**src/rtl/lir_pkg.sv**
```systemverilog
// Shared types and constants of the linear interpolation resampler.
`default_nettype none

package lir_pkg;

    // Fixed widths of the stream and configuration words
    localparam int SAMPLE_BITS   = 16;
    localparam int STEP_BITS     = 21;
    localparam int FRAC_BITS_DEF = 16;

    // Input word: one sample plus end marker
    typedef struct packed {
        logic signed [SAMPLE_BITS-1:0] sample_in;
        logic                          last_sample;
    } t_in_word;

    // Output word: one interpolated sample plus end flag
    typedef struct packed {
        logic signed [SAMPLE_BITS-1:0] sample_out;
        logic                          end_of_signal;
    } t_out_word;

    // Sequencer states
    typedef enum logic [2:0] {
        S_IDLE,
        S_SEG1,
        S_CHECK,
        S_MUL,
        S_EMIT,
        S_WRAP
    } t_state;

    // Controller to datapath commands
    typedef struct packed {
        logic capture;
        logic setup_seg1;
        logic setup_seg2;
        logic mul;
        logic emit;
        logic wrap;
        logic finish_plain;
        logic finish_last;
        logic cfg_ok;
    } t_dp_cmd;

    // Datapath to controller status
    typedef struct packed {
        logic have_prev;
        logic in_last;
        logic pos_lt_one;
        logic seg2;
        logic out_free;
    } t_dp_stat;

endpackage

`default_nettype wire

```
**src/rtl/lir_ctrl.sv**
```systemverilog
// Sequencer of the resampler: walks the intervals of one input word.
`default_nettype none

module lir_ctrl (
    input  wire                i_clk,
    input  wire                i_rst_n,
    input  wire                i_in_valid,
    output logic               o_in_stall,
    input  lir_pkg::t_dp_stat  i_stat,
    output lir_pkg::t_dp_cmd   o_cmd
);
    import lir_pkg::*;

    t_state r_state;
    t_state n_state;

    // State register
    always_ff @(posedge i_clk) begin
        if (!i_rst_n) begin
            r_state <= S_IDLE;
        end else begin
            r_state <= n_state;
        end
    end

    assign o_in_stall = (r_state != S_IDLE);

    // Next state and commands
    always_comb begin
        n_state = r_state;
        o_cmd   = '0;
        case (r_state)
            S_IDLE: begin
                // step may change only while no word is arriving
                o_cmd.cfg_ok = !i_in_valid;
                if (i_in_valid) begin
                    o_cmd.capture = 1'b1;
                    n_state       = S_SEG1;
                end
            end
            S_SEG1: begin
                // first interval runs only once a previous sample exists
                if (i_stat.have_prev) begin
                    o_cmd.setup_seg1 = 1'b1;
                    n_state          = S_CHECK;
                end else if (i_stat.in_last) begin
                    o_cmd.setup_seg2 = 1'b1;
                    n_state          = S_CHECK;
                end else begin
                    o_cmd.finish_plain = 1'b1;
                    n_state            = S_IDLE;
                end
            end
            S_CHECK: begin
                if (i_stat.pos_lt_one) begin
                    n_state = S_MUL;
                end else begin
                    n_state = S_WRAP;
                end
            end
            S_MUL: begin
                o_cmd.mul = 1'b1;
                n_state   = S_EMIT;
            end
            S_EMIT: begin
                // wait for the output register to free up
                if (i_stat.out_free) begin
                    o_cmd.emit = 1'b1;
                    n_state    = S_CHECK;
                end
            end
            S_WRAP: begin
                o_cmd.wrap = 1'b1;
                if (!i_stat.seg2 && i_stat.in_last) begin
                    o_cmd.setup_seg2 = 1'b1;
                    n_state          = S_CHECK;
                end else if (i_stat.seg2) begin
                    o_cmd.finish_last = 1'b1;
                    n_state           = S_IDLE;
                end else begin
                    o_cmd.finish_plain = 1'b1;
                    n_state            = S_IDLE;
                end
            end
            default: begin
                n_state = S_IDLE;
            end
        endcase
    end

    // Checks
    a_stall_busy: assert property (@(posedge i_clk) disable iff (!i_rst_n)
        (r_state == S_MUL) |=> (r_state == S_EMIT))
        else $error("multiply not followed by emit");
    a_emit_free: assert property (@(posedge i_clk) disable iff (!i_rst_n)
        o_cmd.emit |-> i_stat.out_free)
        else $error("emit into a busy output register");
    a_capture_idle: assert property (@(posedge i_clk) disable iff (!i_rst_n)
        o_cmd.capture |=> (r_state == S_SEG1 && o_in_stall))
        else $error("capture did not start an item");

endmodule

`default_nettype wire

```
**src/rtl/lir_datapath.sv**
```systemverilog
// Datapath of the resampler: position, sample registers, multiplier, output register.
`default_nettype none

module lir_datapath #(
    parameter int FRAC_BITS = lir_pkg::FRAC_BITS_DEF
) (
    input  wire                                  i_clk,
    input  wire                                  i_rst_n,
    input  lir_pkg::t_dp_cmd                     i_cmd,
    output lir_pkg::t_dp_stat                    o_stat,
    input  lir_pkg::t_in_word                    i_in_word,
    output logic                                 o_out_valid,
    input  wire                                  i_out_stall,
    output lir_pkg::t_out_word                   o_out_word,
    input  wire                                  i_cfg_valid,
    input  wire  [lir_pkg::STEP_BITS-1:0]        i_cfg_data,
    output logic                                 o_cfg_ready
);
    import lir_pkg::*;

    // Position holds below 1.0 plus one step; 2.0 must be comparable
    localparam int MAXW   = (FRAC_BITS > STEP_BITS) ? FRAC_BITS : STEP_BITS;
    localparam int POS_W  = MAXW + 2;
    localparam int DIFF_W = SAMPLE_BITS + 1;
    localparam int PROD_W = DIFF_W + FRAC_BITS + 1;
    localparam logic [POS_W-1:0] ONE      = POS_W'(1) << FRAC_BITS;
    localparam logic [POS_W-1:0] TWO      = POS_W'(2) << FRAC_BITS;
    localparam logic [POS_W-1:0] MIN_STEP = POS_W'(1) << (FRAC_BITS - 5);
    localparam logic [POS_W-1:0] POS_LIM  = ONE + (POS_W'(1) << STEP_BITS);

    logic        [STEP_BITS-1:0]   r_step;
    logic signed [SAMPLE_BITS-1:0] r_in_sample;
    logic                          r_in_last;
    logic signed [SAMPLE_BITS-1:0] r_prev;
    logic                          r_have;
    logic        [POS_W-1:0]       r_pos;
    logic signed [SAMPLE_BITS-1:0] r_x0;
    logic signed [SAMPLE_BITS-1:0] r_x1;
    logic                          r_seg2;
    logic signed [PROD_W-1:0]      r_prod;
    logic                          r_flag;
    t_out_word                     r_out_word;
    logic                          r_out_valid;

    logic        [POS_W-1:0]       w_step_eff;
    logic        [POS_W-1:0]       w_pos_nxt;
    logic signed [DIFF_W-1:0]      w_diff;
    logic signed [FRAC_BITS:0]     w_frac;
    logic signed [PROD_W-1:0]      w_shift;
    logic signed [PROD_W-1:0]      w_sum;

    // Step clamped to 1/32 so one interval gives at most 32 words
    assign w_step_eff = (POS_W'(r_step) < MIN_STEP) ? MIN_STEP : POS_W'(r_step);
    assign w_pos_nxt  = r_pos + w_step_eff;

    // x0 + floor((x1 - x0) * frac / 2^FRAC_BITS)
    assign w_diff  = DIFF_W'(r_x1) - DIFF_W'(r_x0);
    assign w_frac  = $signed({1'b0, r_pos[FRAC_BITS-1:0]});
    assign w_shift = r_prod >>> FRAC_BITS;
    assign w_sum   = PROD_W'(r_x0) + w_shift;

    // Step register, written only between items
    assign o_cfg_ready = i_cmd.cfg_ok;
    always_ff @(posedge i_clk) begin
        if (!i_rst_n) begin
            r_step <= STEP_BITS'(ONE);
        end else if (i_cfg_valid && i_cmd.cfg_ok) begin
            r_step <= i_cfg_data;
        end
    end

    // Captured input word and interval endpoints
    always_ff @(posedge i_clk) begin
        if (i_cmd.capture) begin
            r_in_sample <= i_in_word.sample_in;
            r_in_last   <= i_in_word.last_sample;
        end
        if (i_cmd.setup_seg1) begin
            r_x0   <= r_prev;
            r_x1   <= r_in_sample;
            r_seg2 <= 1'b0;
        end else if (i_cmd.setup_seg2) begin
            r_x0   <= r_in_sample;
            r_x1   <= '0;
            r_seg2 <= 1'b1;
        end
        // flag: this word is the last one the item produces
        if (i_cmd.mul) begin
            r_prod <= w_diff * w_frac;
            r_flag <= r_in_last && (r_seg2 ? (w_pos_nxt >= ONE) : (w_pos_nxt >= TWO));
        end
    end

    // Previous sample, position and history flag
    always_ff @(posedge i_clk) begin
        if (!i_rst_n) begin
            r_prev <= '0;
            r_have <= 1'b0;
            r_pos  <= '0;
        end else if (i_cmd.finish_last) begin
            r_prev <= '0;
            r_have <= 1'b0;
            r_pos  <= '0;
        end else begin
            if (i_cmd.finish_plain) begin
                r_prev <= r_in_sample;
                r_have <= 1'b1;
            end
            if (i_cmd.emit) begin
                r_pos <= w_pos_nxt;
            end else if (i_cmd.wrap) begin
                r_pos <= r_pos - ONE;
            end
        end
    end

    // Output register
    always_ff @(posedge i_clk) begin
        if (!i_rst_n) begin
            r_out_valid <= 1'b0;
        end else if (i_cmd.emit) begin
            r_out_valid <= 1'b1;
        end else if (!i_out_stall) begin
            r_out_valid <= 1'b0;
        end
    end

    always_ff @(posedge i_clk) begin
        if (i_cmd.emit) begin
            r_out_word.sample_out    <= w_sum[SAMPLE_BITS-1:0];
            r_out_word.end_of_signal <= r_flag;
        end
    end

    assign o_out_valid = r_out_valid;
    assign o_out_word  = r_out_word;

    // Status to the sequencer
    assign o_stat.have_prev  = r_have;
    assign o_stat.in_last    = r_in_last;
    assign o_stat.pos_lt_one = (r_pos < ONE);
    assign o_stat.seg2       = r_seg2;
    assign o_stat.out_free   = !r_out_valid || !i_out_stall;

    // Checks
    a_emit_shows: assert property (@(posedge i_clk) disable iff (!i_rst_n)
        i_cmd.emit |=> o_out_valid)
        else $error("emitted word not presented");
    a_last_clears: assert property (@(posedge i_clk) disable iff (!i_rst_n)
        i_cmd.finish_last |=> (r_pos == '0 && !r_have && r_prev == '0))
        else $error("state not cleared after last sample");
    a_pos_bound: assert property (@(posedge i_clk) disable iff (!i_rst_n)
        r_pos < POS_LIM)
        else $error("position out of range");

endmodule

`default_nettype wire

```
**src/rtl/linear_interp_resampler.sv**
```systemverilog
// Each accepted item is worked through by the sequencer; a new item is taken
// only once the sequencer is back in idle. Each output word passes through the
// check, multiply and emit states; an output stall holds the emit state. A plain
// first sample, with no stored previous sample, produces no output word.
// Reset: synchronous active low; clears history, position and output valid,
// step returns to 1.0.
`default_nettype none

module linear_interp_resampler #(
    parameter int FRAC_BITS = lir_pkg::FRAC_BITS_DEF
) (
    input  wire                            i_clk,
    input  wire                            i_rst_n,
    input  wire                            i_in_valid,
    output logic                           o_in_stall,
    input  lir_pkg::t_in_word              i_in_word,
    output logic                           o_out_valid,
    input  wire                            i_out_stall,
    output lir_pkg::t_out_word             o_out_word,
    input  wire                            i_cfg_valid,
    output logic                           o_cfg_ready,
    input  wire  [lir_pkg::STEP_BITS-1:0]  i_cfg_data
);
    import lir_pkg::*;

    t_dp_cmd  w_cmd;
    t_dp_stat w_stat;

    // Sequencer
    lir_ctrl u_ctrl (
        .i_clk      (i_clk),
        .i_rst_n    (i_rst_n),
        .i_in_valid (i_in_valid),
        .o_in_stall (o_in_stall),
        .i_stat     (w_stat),
        .o_cmd      (w_cmd)
    );

    // Datapath
    lir_datapath #(
        .FRAC_BITS (FRAC_BITS)
    ) u_datapath (
        .i_clk       (i_clk),
        .i_rst_n     (i_rst_n),
        .i_cmd       (w_cmd),
        .o_stat      (w_stat),
        .i_in_word   (i_in_word),
        .o_out_valid (o_out_valid),
        .i_out_stall (i_out_stall),
        .o_out_word  (o_out_word),
        .i_cfg_valid (i_cfg_valid),
        .i_cfg_data  (i_cfg_data),
        .o_cfg_ready (o_cfg_ready)
    );

endmodule

`default_nettype wire
```
**config.mk**
```make
export PLATFORM = sky130hd
export DESIGN_NAME = linear_interp_resampler
export DESIGN_NICKNAME = d
export VERILOG_FILES = /design/src/rtl/lir_pkg.sv /design/src/rtl/lir_ctrl.sv /design/src/rtl/lir_datapath.sv /design/src/rtl/linear_interp_resampler.sv
export SDC_FILE = /design/constraint.sdc
export NUM_CORES = 1
export LEC_CHECK = 0
export BUFFER_PORTS_ARGS = -buffer_cell sky130_fd_sc_hd__buf_2
export CORE_MARGIN = 2
export CORE_UTILIZATION = 60
export CTS_CLUSTER_DIAMETER = 200
export DETAILED_ROUTE_END_ITERATION = 16
export PLACE_DENSITY_LB_ADDON = 0.12
export SYNTH_ARGS = -nofsm -noshare
export SYNTH_HDL_FRONTEND = slang
export SYNTH_SLANG_ARGS = --single-unit
```
**constraint.sdc**
```tcl
create_clock -name i_clk -period 11.4 [get_ports i_clk]
set_clock_uncertainty 0.05 [all_clocks]
set_input_delay 0.57 -clock i_clk [delete_from_list [all_inputs] [get_ports i_clk]]
set_output_delay 0.57 -clock i_clk [all_outputs]
set_load 0.02 [all_outputs]
```
* Word level (Yosys, flattened, before mapping)
Index checks and enable logic that the tools add are counted.
** Storage, ports and cells
- Bits in registers :: 165
- Bits in latches :: 0
- Bits in writable memories :: 0
- Bits in read-only memories :: 0
- Output and inout bits :: 20
- Logic and storage cells :: 84
- Memories :: 0
** Cells by class
- Add/sub/neg operators :: 4
- $mul :: 1
- Divide/modulo/power cells :: 0
- Order comparisons :: 4
- Equality and inequality tests :: 8
- Shift-type cells :: 0
- Muxes and demuxes :: 37
- Bitwise logic cells :: 1
- Reductions and logical operators :: 14
** Operator list (count)
- 16-bit two-way mux :: 4
- 23-bit two-way mux :: 2
- 17-bit by 17-bit multiplier with 32-bit output :: 1
- 23-bit adder :: 1
- 23-bit by 17-bit greater-or-equal comparator with 1-bit output (second input constant) :: 1
- 23-bit by 18-bit greater-or-equal comparator with 1-bit output (second input constant) :: 1
- 23-bit by 17-bit < comparator with 1-bit output (second input constant) :: 1
- 23-bit by 17-bit subtractor with 23-bit output (second input constant) :: 1
- 21-bit by 12-bit < comparator with 1-bit output (second input constant) :: 1
- 21-bit two-way mux :: 1
- 1-bit two-way mux :: 20
- 3-bit one-hot mux with 6 select lines :: 1
- 16-bit by 16-bit subtractor with 17-bit output :: 1
- 16-bit adder :: 1
- 3-bit two-way mux :: 3
- 2-bit two-way mux :: 4
- 3-bit by 2-bit equality test with 1-bit output (second input constant) :: 2
- 3-bit equality test (second input constant) :: 2
- 1-bit logical NOT :: 4
- 2-bit by 1-bit inequality test with 1-bit output (second input constant) :: 2
- 1-bit one-hot mux with 2 select lines :: 2
- 2-bit nonzero test :: 2
- 3-bit by 1-bit equality test with 1-bit output (second input constant) :: 1
- 1-bit logical AND :: 3
- other kinds (7) :: 7

* Depth between registers and ports, before layout
- Depth after elaboration :: 6
- Gate-level depth with buffers :: 35
- Depth with buffers taken out :: 34

* Cells and area by module
A second synthesis with hierarchy kept.
** Second synthesis, totals
- Cells, all modules :: 2023
- Area total of the unflattened synthesis :: 18616.6 um^2
** By module, submodules not included
- lir_datapath :: times used 1, cells an instance 1988, area an instance 18333.8 um^2
- lir_ctrl :: times used 1, cells an instance 35, area an instance 282.8 um^2

* Worst setup path after synthesis
No wires, ideal clock.
- Path kind :: reg2reg
- Start point :: register u_datapath.r_x0[0]
- End point :: register u_datapath.r_prod[31], data pin
- Setup time :: 0.268 ns
- Data arrival time :: 8.169 ns
- Data required time :: 11.082 ns
- Setup slack :: 2.914 ns
- Stages on the path, launching flop included :: 33
- Path buffers :: 1
- Period minus slack after synthesis :: 8.486 ns
- Cells stage by stage :: edfxtp_1 -> ha_1 -> fa_1 -> nor2b_1 -> o31a_1 -> o211ai_1 -> a21oi_1 -> nor3_1 -> or4_1 -> a41o_1 -> clkbuf_1 -> nand2_1 -> inv_1 -> fa_1 -> inv_1 -> fa_1 -> inv_1 -> fa_1 -> fa_1 -> fa_1 -> inv_1 -> fa_1 -> inv_1 -> ha_1 -> and4_1 -> and2_1 -> nand4_1 -> a21oi_1 -> a211oi_1 -> o31ai_1 -> or3_1 -> a31oi_1 -> xnor3_1
** Between the ends
- Longest elaborated chain between the ends :: 2
** Ends and longest elaborated chain
- start: declaration :: RTL line lir_datapath.sv:37 : logic signed [SAMPLE_BITS-1:0] r_x0;
- start signal: assignment :: RTL line lir_datapath.sv:79 : r_x0 <= r_prev;
- start signal: assignment :: RTL line lir_datapath.sv:83 : r_x0 <= r_in_sample;
- 16-bit by 16-bit subtractor with 17-bit output :: RTL line lir_datapath.sv:57 : assign w_diff = DIFF_W'(r_x1) - DIFF_W'(r_x0);
- 17-bit by 17-bit multiplier with 32-bit output :: RTL line lir_datapath.sv:89 : r_prod <= w_diff * w_frac;
- end signal: assignment :: RTL line lir_datapath.sv:89
- end: declaration :: RTL line lir_datapath.sv:40 : logic signed [PROD_W-1:0] r_prod;
Every way passes these cells.
A chain may end at the register's enable or synchronous reset.

* Final worst setup path
- Start point :: register u_datapath.r_x0[1]
- End point :: register u_datapath.r_prod[31], data pin
Same word-level chain as after synthesis.

==> run_results.csv <==
group,metric,value,unit
outcome,outcome,"finished, final reports clean",
synth,synth_cell_types,69,
critical_path,r2r_slack,1.64,ns
critical_path,criticalPathCategory,"flop to flop",
place,hpwl,32500,um
synth,syn_avg_cell_area,9.11,um2
die,die_h,179,um
hold_path,min_to,"u_datapath.r_in_last$_DFFE_PP_",
layout,design_area,19600,um2
layout,drive_gt1_share,7.86,%
synth,ys_ff_latch,149,
critical_path,critPathRequiredTime,11.53,ns
place,place_inst,2400,
clocking,clock-sinks,149,
sta,holdWs,0.253,ns
flow_run,drv_cap,0,
drt,drtIter0Drc,669,
hold_path,min_path_type,"input pin to flop",
global_route,antenna_found_initial,0,
hold_path,min-delay-start,"i_in_word[0]",
die,dieWidth,179,um
layout,syn_to_final_growth,6.83,%
die,floorplan.io_pins,63,
drt,num_vias,13500,
critical_path,critPathMaxFanout,26,
sta,final_hold_viol_count,0,
synth,ys_seq_area_share,20.7,%
layout,diodes,0,
critical_path,ff2ff_path_depth,30,
sta,rsz0062_at_grt,"false",
sta,fmax,0.102,GHz
sta,setup_tns,0,ns
critical_path,arrival,9.89,ns
die,die_area,32100,um2
synth,async_flop_share,0,%
synth,synthTopCellsByArea,"fa_1 (29%), edfxtp_1 (14%), ha_1 (9.3%)",
clocking,post-cts-setup-buffer-count,0,
drt,wl,42200,um
sta,worst_slew_pin_slew,1.11,ns
synth,synth_top_area_share,28.5,%
clocking,clk_latency,0.44,ns
drt,via_per_inst,5.54,
place,numPortBuffers,62,
critical_path,crit_path_end_kind,"flop",
place,place.gp.congestion,0.877,
die,core_area,30300,um2
pwr,pwr_density_cell,88.4,nW/um2
synth,synth_area,18400,um2
clocking,numCtsBuffers,17,
sta,post-route-min-period,9.76,ns
die,start_util,60.6,%
die,num_rows,64,
drt,drt_first_pass_iters,5,
clocking,root_buffer,"clkbuf_16",
drt,avgRoutedWirePerCell,17.3,um
drt,ant_nets,0,
pwr,fin_total_pwr,1740,uW
synth,syn_inst,2018,
clocking,clk_pin_slew,0.08,ns
global_route,grt_pass1_vias,14100,
sta,slew_headroom,25.5,%
clocking,cts_tree,"built",
clocking,hold_buffers,0,
clocking,clk_path_buf_depth,2,
sta,period_share,85.6,%
place,place_area,19100,um2
global_route,grt_first_pass_wirelength,70800,um
critical_path,r2r_end,"u_datapath.r_prod[31]$_DFFE_PN_",
synth,synth_ff_type,"edfxtp_1",
critical_path,r2r-start,"u_datapath.r_x0[1]$_DFFE_PP_",
critical_path,crit_path_max_incr_delay,0.63,ns
clocking,htreeDepth,4,
drt,drc,0,
global_route,grt-ovfl-total,0,
critical_path,slowest_stage,"o311a_1",
layout,layout.nets,2464,
hold_path,whs_path_depth,1,
sta,drv_slew,0,
synth,yosysWarningCount,0,
critical_path,critPathLaunchType,"flop",
layout,instances_no_fill,2432,
global_route,grt_max_degree,51,
synth,syn_nets,2459,
pwr,max-vdd-ir-drop,0.0000994,V
clocking,cts_resized,0,
synth,synth_top_cell_by_area,"fa_1",
sta,setup-violations-final,0,
global_route,grtUsageTotal,28.5,%
pwr,p_leak,0.00953,uW
synth,synth_edf_count,83,
critical_path,critPathMostFrequentCell,"fa_1",
## worst max-delay path, delay by kind of cell (launching register included)
family,cells,cell delay [ns]
buffers and inverters,4,0.57
xor gates and xnor gates,1,0.32
and+or+nand+nor,4,0.84
AOI/OAI and AO/OA,13,3.99
adders and majority gates,8,3.29
DFF,1,0.44
## layout make-up
cell class | instances | area [um2]
Multi-Input combinational cell | 1401 | 12900
Fill cell | 2541 | 10700
Sequential cell | 149 | 3810
Inverter | 369 | 1390
Tap cell | 396 | 495
Timing Repair Buffer | 85 | 483
Clock buffer | 17 | 425
Clock inverter | 15 | 158
## flip-flops by register name, indices dropped and copies added, names as in the netlist, 3 cells and up
register                cells
u_datapath.r_pos           23
u_datapath.r_step          21
u_datapath.o_out_word      17
u_datapath.r_in_sample     16
u_datapath.r_prev          16
u_datapath.r_prod          16
u_datapath.r_x0            16
u_datapath.r_x1            16
u_ctrl.r_state              3
## worst max-delay path by stage
stage | cells after the start | endpoint | from | slack (ns)
final | 30 | u_datapath.r_prod[31]$_DFFE_PN_ | u_datapath.r_x0[1]$_DFFE_PP_ | 1.64
after global routing | 30 | u_datapath.r_prod[31]$_DFFE_PN_ | u_datapath.r_x0[1]$_DFFE_PP_ | 1.16
after CTS | 30 | u_datapath.r_prod[31]$_DFFE_PN_ | u_datapath.r_x0[1]$_DFFE_PP_ | 1.74
after detailed placement | 30 | u_datapath.r_prod[31]$_DFFE_PN_ | u_datapath.r_x0[1]$_DFFE_PP_ | 1.78
after global placement | 30 | u_datapath.r_prod[31]$_DFFE_PN_ | u_datapath.r_x0[1]$_DFFE_PP_ | 2.00
after floorplan | 32 | u_datapath.r_prod[31]$_DFFE_PN_ | u_datapath.r_x0[0]$_DFFE_PP_ | 2.91
## cells by family (layout without fill, tap and decap cells)
group | Yosys count | count (layout) | synth area share (%)
compound gates | 239 | 239 | 8.56
xor+xnor | 85 | 85 | 4.13
fa+ha+maj | 398 | 398 | 37.8
buf+inv | 468 | 486 | 9.67
flops | 149 | 149 | 20.7
mux | 39 | 39 | 2.23
simple gates | 640 | 640 | 16.9
## per-stage QoR
| step | utilization, % | setup slack [ns] |
|---|---|---|
| after floorplan | - | 2.91 |
| after global placement | 62.8 | 2.00 |
| after detailed placement | 62.8 | 1.78 |
| after CTS | 64.7 | 1.74 |
| after global routing | 64.7 | 1.16 |
| final | 64.7 | 1.64 |
## cell usage in the layout (no fill, tap or decap), types with 10 or more instances in the layout
cell / n
a211oi_1: 26
a21boi_0: 22
a21o_1: 11
a21oi_1: 69
and2_1: 144
buf_2: 62
buf_4: 23
clkbuf_16: 17
dfxtp_1: 66
edfxtp_1: 83
fa_1: 262
ha_1: 136
inv_1: 368
mux2_2: 16
mux2i_1: 23
nand2_1: 270
nand2b_1: 18
nand3_1: 25
nand4_1: 13
nor2_1: 77
nor2b_1: 41
nor3_1: 17
o211ai_1: 12
o21ai_0: 39
or3_1: 12
xnor2_1: 50
xnor2_2: 10
xor2_1: 24
## power by group
group          total [uW]  switching, uW  internal [uW]
Combinational         512            353            159
Clock                 580            286            294
Sequential            645           26.8            618
Total                1740            665           1070
## synth_stat cells, types with 12 or more instances
library cell,instances
nand4_1,13
fa_1,262
o211ai_1,12
and2_1,144
clkbuf_1,91
edfxtp_1,83
nor2_1,77
dfxtp_1,66
xnor2_1,60
a21boi_0,22
o21ai_0,39
ha_1,136
nor2b_1,41
mux2i_1,23
nor3_1,18
nand2_1,271
a21oi_1,70
a211oi_1,26
mux2_2,16
or3_1,12
xor2_1,24
nand3_1,25
nand2b_1,18
inv_1,368
## layer usage
| metal | GRT usage (%) | wire, um |
|---|---|---|
| met1 | 36.7 | 17900 |
| met2 | 50.5 | 21400 |
| met4 | 7.55 | 831 |
| met5 | 0 | 0 |
| met3 | 3.69 | 2040 |
Power figures use the tool's default switching activity.
